`src/sv/dwcp_pkg.sv`:
```
// Shared types and constants for the delimited word code packer.
// No dependencies; imported by delimited_word_code_packer.
package dwcp_pkg;

    localparam int BYTE_W      = 8;
    localparam int CODE_W      = 64;
    localparam int WORD_CNT_W  = 4;
    localparam logic [BYTE_W-1:0] DELIM_RESET = 8'd32;

    // One result transfer as held in the output register
    typedef struct packed {
        logic [CODE_W-1:0] code;
        logic              code_valid;
        logic              end_of_command;
    } result_t;

endpackage

```
`src/sv/delimited_word_code_packer.sv`:
```
// Delimited word code packer: splits a byte stream into words and packs each
// word big-endian into a 64-bit code. Depends on dwcp_pkg.
//
//  channel | dir | handshake               | payload
//  s_*     | in  | s_tvalid / s_tready     | s_tdata = text_byte, s_tlast = final_byte
//  m_*     | out | m_tvalid / m_tready     | m_tdata = word_code, m_tuser = code_valid,
//          |     |                         | m_tlast = end_of_command
//  cfg_*   | in  | cfg_we                  | cfg_data = delimiter
//
// One byte is accepted every cycle while the output is not stalled; a byte's
// result passes from the input register through the word state update into the result register.
// Reset clears both stages and the word state; delimiter returns to 32.
// An output stall holds the result register and, once the input register is
// full, drops s_tready in the same cycle.
module delimited_word_code_packer #(
    parameter int MAX_TOKENS     = 8,
    parameter int BYTES_PER_CODE = 8
) (
    input  logic                         clk,
    input  logic                         rst_n,
    input  logic                         s_tvalid,
    output logic                         s_tready,
    input  logic [dwcp_pkg::BYTE_W-1:0]  s_tdata,   // [7:0] text_byte
    input  logic                         s_tlast,
    output logic                         m_tvalid,
    input  logic                         m_tready,
    output logic [dwcp_pkg::CODE_W-1:0]  m_tdata,   // [63:0] word_code
    output logic [0:0]                   m_tuser,   // [0] code_valid
    output logic                         m_tlast,
    input  logic                         cfg_we,
    input  logic [dwcp_pkg::BYTE_W-1:0]  cfg_data
);
    import dwcp_pkg::*;

    localparam int CNT_W     = $clog2(BYTES_PER_CODE + 1);
    localparam int TOP_SHIFT = (BYTES_PER_CODE - 1) * 8;

    // Input stage
    logic              in_valid_reg;
    logic [BYTE_W-1:0] in_byte_reg;
    logic              in_last_reg;

    // Word state
    logic [BYTE_W-1:0]     delim_reg;
    logic [CODE_W-1:0]     pending_reg, pending_next;
    logic [CNT_W-1:0]      count_reg, count_next;
    logic [WORD_CNT_W-1:0] words_reg, words_next;
    logic                  inside_reg, inside_next;

    // Result stage
    logic    out_valid_reg;
    result_t out_reg, out_next;
    logic    produce;

    logic advance;
    logic proc;
    logic limit_hit;
    logic is_delim;
    logic emit_word;
    logic [5:0] byte_shift;

    assign advance  = !out_valid_reg || m_tready;
    assign s_tready = !in_valid_reg || advance;
    assign proc     = in_valid_reg && advance;

    // Update word state for the byte in the input register
    always_comb
    begin
        limit_hit  = words_reg >= WORD_CNT_W'(MAX_TOKENS);
        is_delim   = in_byte_reg == delim_reg;
        emit_word  = !limit_hit && is_delim && inside_reg;
        byte_shift = 6'(TOP_SHIFT) - 6'({count_reg, 3'b000});

        pending_next = pending_reg;
        count_next   = count_reg;
        words_next   = words_reg;
        inside_next  = inside_reg;

        if (!limit_hit)
        begin
            if (is_delim)
            begin
                if (inside_reg)
                begin
                    words_next   = words_reg + 1'b1;
                    pending_next = '0;
                    count_next   = '0;
                    inside_next  = 1'b0;
                end
            end
            else
            begin
                if (count_reg < CNT_W'(BYTES_PER_CODE))
                begin
                    pending_next = pending_reg
                                 | (CODE_W'(in_byte_reg) << byte_shift);
                    count_next   = count_reg + 1'b1;
                end
                inside_next = 1'b1;
            end
        end

        // Build the result: word on delimiter, else on the final byte the pending word or terminator
        produce = emit_word || in_last_reg;
        if (emit_word)
        begin
            out_next.code           = pending_reg;
            out_next.code_valid     = 1'b1;
            out_next.end_of_command = in_last_reg;
        end
        else
        begin
            out_next.code           = inside_next ? pending_next : '0;
            out_next.code_valid     = inside_next;
            out_next.end_of_command = 1'b1;
        end
    end

    // Hold the delimiter register
    always_ff @(posedge clk or negedge rst_n)
    begin
        if (!rst_n)
            delim_reg <= DELIM_RESET;
        else if (cfg_we)
            delim_reg <= cfg_data;
    end

    // Load the input register on each transfer
    always_ff @(posedge clk or negedge rst_n)
    begin
        if (!rst_n)
            in_valid_reg <= 1'b0;
        else if (s_tready)
            in_valid_reg <= s_tvalid;
    end

    always_ff @(posedge clk)
    begin
        if (s_tvalid && s_tready)
        begin
            in_byte_reg <= s_tdata;
            in_last_reg <= s_tlast;
        end
    end

    // Advance word state; clear it after the final byte
    always_ff @(posedge clk or negedge rst_n)
    begin
        if (!rst_n)
        begin
            pending_reg <= '0;
            count_reg   <= '0;
            words_reg   <= '0;
            inside_reg  <= 1'b0;
        end
        else if (proc)
        begin
            if (in_last_reg)
            begin
                pending_reg <= '0;
                count_reg   <= '0;
                words_reg   <= '0;
                inside_reg  <= 1'b0;
            end
            else
            begin
                pending_reg <= pending_next;
                count_reg   <= count_next;
                words_reg   <= words_next;
                inside_reg  <= inside_next;
            end
        end
    end

    // Result register
    always_ff @(posedge clk or negedge rst_n)
    begin
        if (!rst_n)
            out_valid_reg <= 1'b0;
        else if (advance)
            out_valid_reg <= proc && produce;
    end

    always_ff @(posedge clk)
    begin
        if (proc && produce)
            out_reg <= out_next;
    end

    assign m_tvalid   = out_valid_reg;
    assign m_tdata    = out_reg.code;
    assign m_tuser[0] = out_reg.code_valid;
    assign m_tlast    = out_reg.end_of_command;

    // A terminator only closes a string and carries a zero code
    a_term_is_last: assert property (@(posedge clk) disable iff (!rst_n)
        m_tvalid && !m_tuser[0] |-> m_tlast && (m_tdata == '0))
        else $error("terminator without end_of_command or with nonzero code");

    // Word count never passes the limit
    a_words_bound: assert property (@(posedge clk) disable iff (!rst_n)
        words_reg <= WORD_CNT_W'(MAX_TOKENS))
        else $error("word count beyond limit");

    // Byte count saturates
    a_count_bound: assert property (@(posedge clk) disable iff (!rst_n)
        count_reg <= CNT_W'(BYTES_PER_CODE))
        else $error("byte count beyond code width");

    // Final byte returns word state to its idle value
    a_clear_after_last: assert property (@(posedge clk) disable iff (!rst_n)
        proc && in_last_reg |=> words_reg == '0 && !inside_reg && pending_reg == '0)
        else $error("word state not cleared after final byte");

    // Final byte always yields a result
    a_last_yields: assert property (@(posedge clk) disable iff (!rst_n)
        proc && in_last_reg |=> m_tvalid && m_tlast)
        else $error("final byte produced no result");

endmodule
```
`config.mk`:
```
export PLATFORM = sky130hd
export DESIGN_NAME = delimited_word_code_packer
export DESIGN_NICKNAME = d
export VERILOG_FILES = /design/src/sv/dwcp_pkg.sv /design/src/sv/delimited_word_code_packer.sv
export SDC_FILE = /design/constraint.sdc
export NUM_CORES = 1
export LEC_CHECK = 0
export BUFFER_PORTS_ARGS = -buffer_cell sky130_fd_sc_hd__buf_2
export CORE_UTILIZATION = 51
export DETAILED_ROUTE_END_ITERATION = 10
export GPL_TIMING_DRIVEN = 1
export PLACE_DENSITY = 0.85
export SYNTH_ARGS = -nofsm -noshare
export SYNTH_HDL_FRONTEND = slang
export SYNTH_SLANG_ARGS = --single-unit
```
`constraint.sdc`:
```
create_clock -name clk -period 3.2 [get_ports clk]
set_clock_uncertainty 0.05 [all_clocks]
set_input_delay 0.96 -clock clk [delete_from_list [all_inputs] [get_ports clk]]
set_output_delay 0.96 -clock clk [all_outputs]
set_load 0.01 [all_outputs]
```
# --- Word-level counts from Yosys, hierarchy flattened ---
# Index checks and enable logic that the tools add are counted.
totals:
  input_bits: 22
  elab_cells: 57
  reg_bits: 158
  output_inout_bits: 68
classes:
  muxes: 19
  order_cmp: 2
  shifts: 1
  addsub: 3
  reduce_logical: 16
  bitwise_logic: 1
  eq_ne: 3
op_table:
  columns: ["op", "count"]
  rows:
  - ["2-to-1 mux 64 bit", 6]
  - ["2-to-1 mux 66 bit", 1]
  - ["bitwise OR 64 bit", 1]
  - ["<< shifter 8 x 6 -> 64 bit", 1]
  - ["2-to-1 mux 4 bit", 9]
  - ["adder 4 x 1 -> 4 bit, second input constant", 2]
  - ["equality test 8 bit", 1]
  - ["AND reduction 4 bit", 2]
  - ["subtractor 6 bit, first input constant", 1]
  - ["logical AND 1 bit", 5]
  - ["greater-or-equal comparator 4 bit, second input constant", 1]
  - ["< comparator 4 bit, second input constant", 1]
  - ["nonzero test 2 bit", 2]
  - ["logical NOT 1 bit", 3]
  - ["logical OR 1 bit", 3]
  - ["2-to-1 mux 1 bit", 3]
  - ["!= test 3 bit, second input constant", 1]
  - ["nonzero test 3 bit", 1]
  - ["!= test 2 bit, second input constant", 1]

# --- Depth between registers and ports, before layout ---
depth:
  word_depth: 8
  depth_mapped: 8
  mapped_depth_nobuf: 6

# --- Worst setup path before layout ---
# No wires, ideal clock.
synth_path:
  path_kind: "in2reg"
  startpoint: "in m_tready"
  endpoint: "reg out_reg (netlist bit m_tdata[0]) (enable)"
  stages: 5
  t_required_ns: 2.729
  path_slack_ns: -0.172
  setup_time_ns: 0.421
  n_path_buf: 1
  arrival_time_ns: 2.901
  cell_sequence: "nand2b_1 -> and2_0 -> nand2b_1 -> buf_2 -> inv_1"
synth_via:
  elab_chain_len: 3
synth_rtl:
  columns: ["item", "line_no", "text"]
  rows:
  - ["start, declared", "delimited_word_code_packer.sv:26", "input logic m_tready,"]
  - ["logical OR 1 bit", "delimited_word_code_packer.sv:62", "assign advance = !out_valid_reg || m_tready;"]
  - ["logical AND 1 bit", "delimited_word_code_packer.sv:64", "assign proc = in_valid_reg && advance;"]
  - ["logical AND 1 bit", "delimited_word_code_packer.sv:186", "if (proc && produce)"]
  - ["end signal, assigned", "delimited_word_code_packer.sv:187", "out_reg <= out_next;"]
  - ["end, declared", "delimited_word_code_packer.sv:52", "result_t out_reg, out_next;"]
# No other way between the ends.
# A chain may end at the register's enable or synchronous reset.

==> metrics.cfg <==
[place]
port_buffers=89
placedCellCount=708
dpl.hpwl_microns=8230
gp_congestion=0.836
pre_cts_ws_ns=0.223

[floorplan]
die_w_microns=115
ios=90
core_sq_mm=0.0123
die_area_sq_mm=0.0133
initial_core_util=0.532
rows=40
die_y_microns=115

[cells_and_area]
final_cell_mix=88 x buf_2, 82 x dfrtp_1, 75 x edfxtp_1
multi_input_area_sq_mm=0.00199
insertedDiodeCount=0
ff_latch_area_sq_mm=0.00433
final_nets=584
fillers=888
final_cells=740
drive_gt1_frac=0.271
mostFrequentLayoutCell=buf_2
area_delta_synth_final_pct=17.8

[clocking]
postCtsSetupBuffers=0
cts_root_buf=clkbuf_16
cts_inserted_buffers=17
cts_hold_buf=0
clk-insertion-delay-late_ns=0.42
clock_path_buffers=2
clock_sinks=158
htreeDepth=4
cts.clk_slew.worst_paths_ns=0.06
cts_resized=0
cts_tree=built

[synth]
synth_nets=506
ys.flop_type=dfrtp_1
async_flop_share=0.525
synth-seq-area-share=0.663
yosysWarnings=0
synthCells=481
yosys_register_bits=158
synth_edf_count=75
syn-cell-area_sq_mm=0.00653
avgSynthCellArea_sq_um=13.6
ys_types=44

[global_route]
grt_pass1_vias=4196
globalRouteOverflowTotal=0
antenna_found_initial=0
grt_first_pass_wirelength_microns=21500
grt_max_degree=66
grt_usage=0.218

[route]
post_drt_via_cell_ratio=5.92
antenna_left=0
routedWlPerCell_microns=17.9
first_pass_iters=5
wl_microns=13300
dr_total_vias=4384
drt_iter0_drc=368
drc=0

[timing]
final_max_slew_viol_count=0
slew_headroom=0.259
hold_ws_ns=0.443
rsz0062_at_grt=false
worst_pin_slew_ns=1.11
setup_slack_ns=0.576
final.setup.tns_ns=0
max_freq_mhz=381
timing.final.crit_share=0.820
period_needed_ns=2.62
hold_viol_final=0
setup_viol=0

[worst_setup_path]
worst_setup_path_end_kind=flop
crit_arrival_ns=2.74
cp_max_fo=32
reg2reg_slack_ns=0.58
crit_type=flop to flop
startpoint_type=flop
worstPathRequired_ns=3.31

[power_and_ir_drop]
leakagePower_nw=3.24
p_total_w=0.00535
peakVddDrop_uv=509
p_per_area_mw_per_mm2=696

[hold_path]
min_path_type=flop to flop

[job]
max_cap_viol_count=0

[outcome]
status=finished clean

[worst max-delay path, stage by stage, from the launching register on]
cell and delay, ns:
edfxtp_1 0.57, xor2_1 0.25, nor4_4 0.40, buf_4 0.29, and2_1 0.22, nor4_4 0.06, buf_4 0.26, a22o_1 0.26
[kinds of logic (layout without fill, tap and decap cells)]
kind of cell / Yosys count / count (layout) / synth area share
multiplexers: 12 / 12 / 0.0201
adder cells (fa/ha/maj): 3 / 3 / 0.00575
buffers and inverters: 53 / 144 / 0.0372
AND/OR/NAND/NOR: 100 / 100 / 0.0786
flip-flops: 158 / 158 / 0.663
AO/OA/AOI/OAI: 147 / 147 / 0.184
XOR/XNOR: 8 / 8 / 0.0107
[layout make-up]
type,count,share of cell area
Timing Repair Buffer,103,0.0752
Tap cell,168,0.0273
Clock inverter,11,0.0120
Sequential cell,158,0.563
Multi-Input combinational cell,270,0.259
Inverter,9,0.00488
Clock buffer,21,0.0586
[synthesized netlist by cell type, types with 3 or more instances]
master	instances	share of area
inv_1	8	0.0046
nor2b_1	9	0.0086
mux2i_1	3	0.0046
nand3_1	3	0.0023
a32o_1	49	0.075
nor4_2	3	0.0057
a22o_1	32	0.043
buf_4	3	0.0034
nor2_1	51	0.029
a2111oi_4	3	0.013
mux2_2	9	0.016
dfrtp_1	82	0.31
and2_1	10	0.0096
nand2b_1	4	0.0038
buf_2	20	0.015
nand2_1	6	0.0034
edfxtp_1	75	0.34
ha_1	3	0.0057
clkbuf_1	19	0.011
a21oi_1	49	0.038
o21ai_0	4	0.0031
xor2_1	8	0.011
[power by group]
group / total, W / internal [W] / switching, W
Clock: 0.00185 / 0.00108 / 0.000770
Sequential: 0.00257 / 0.00242 / 0.000151
Combinational: 0.000929 / 0.000364 / 0.000565
[worst paths after layout]
kind,start,to,cells past startpoint
worst max-delay path,in_byte_reg[4],m_tdata[30],7
worst min register to register,pending_reg[38],pending_reg[38],1
max in group asynchronous,rst_n,delim_reg[5],2
min in group asynchronous,rst_n,pending_reg[56],1
worst max register to register,in_byte_reg[4],m_tdata[30],7
worst min-delay path,pending_reg[38],pending_reg[38],1
[through the flow]
stage                      util  area, sq um
after floorplan               -         6530
after global placement    0.583         7150
after detailed placement  0.583         7150
after CTS                 0.627         7690
after global routing      0.627         7690
final                     0.627         7690
[per-layer routing]
metal / global-route usage / wire [microns]
met5: 0 / 0
met4: 0.0771 / 136
met3: 0.0590 / 846
met2: 0.333 / 6450
met1: 0.302 / 5840
(Power assumes the default switching activity.)
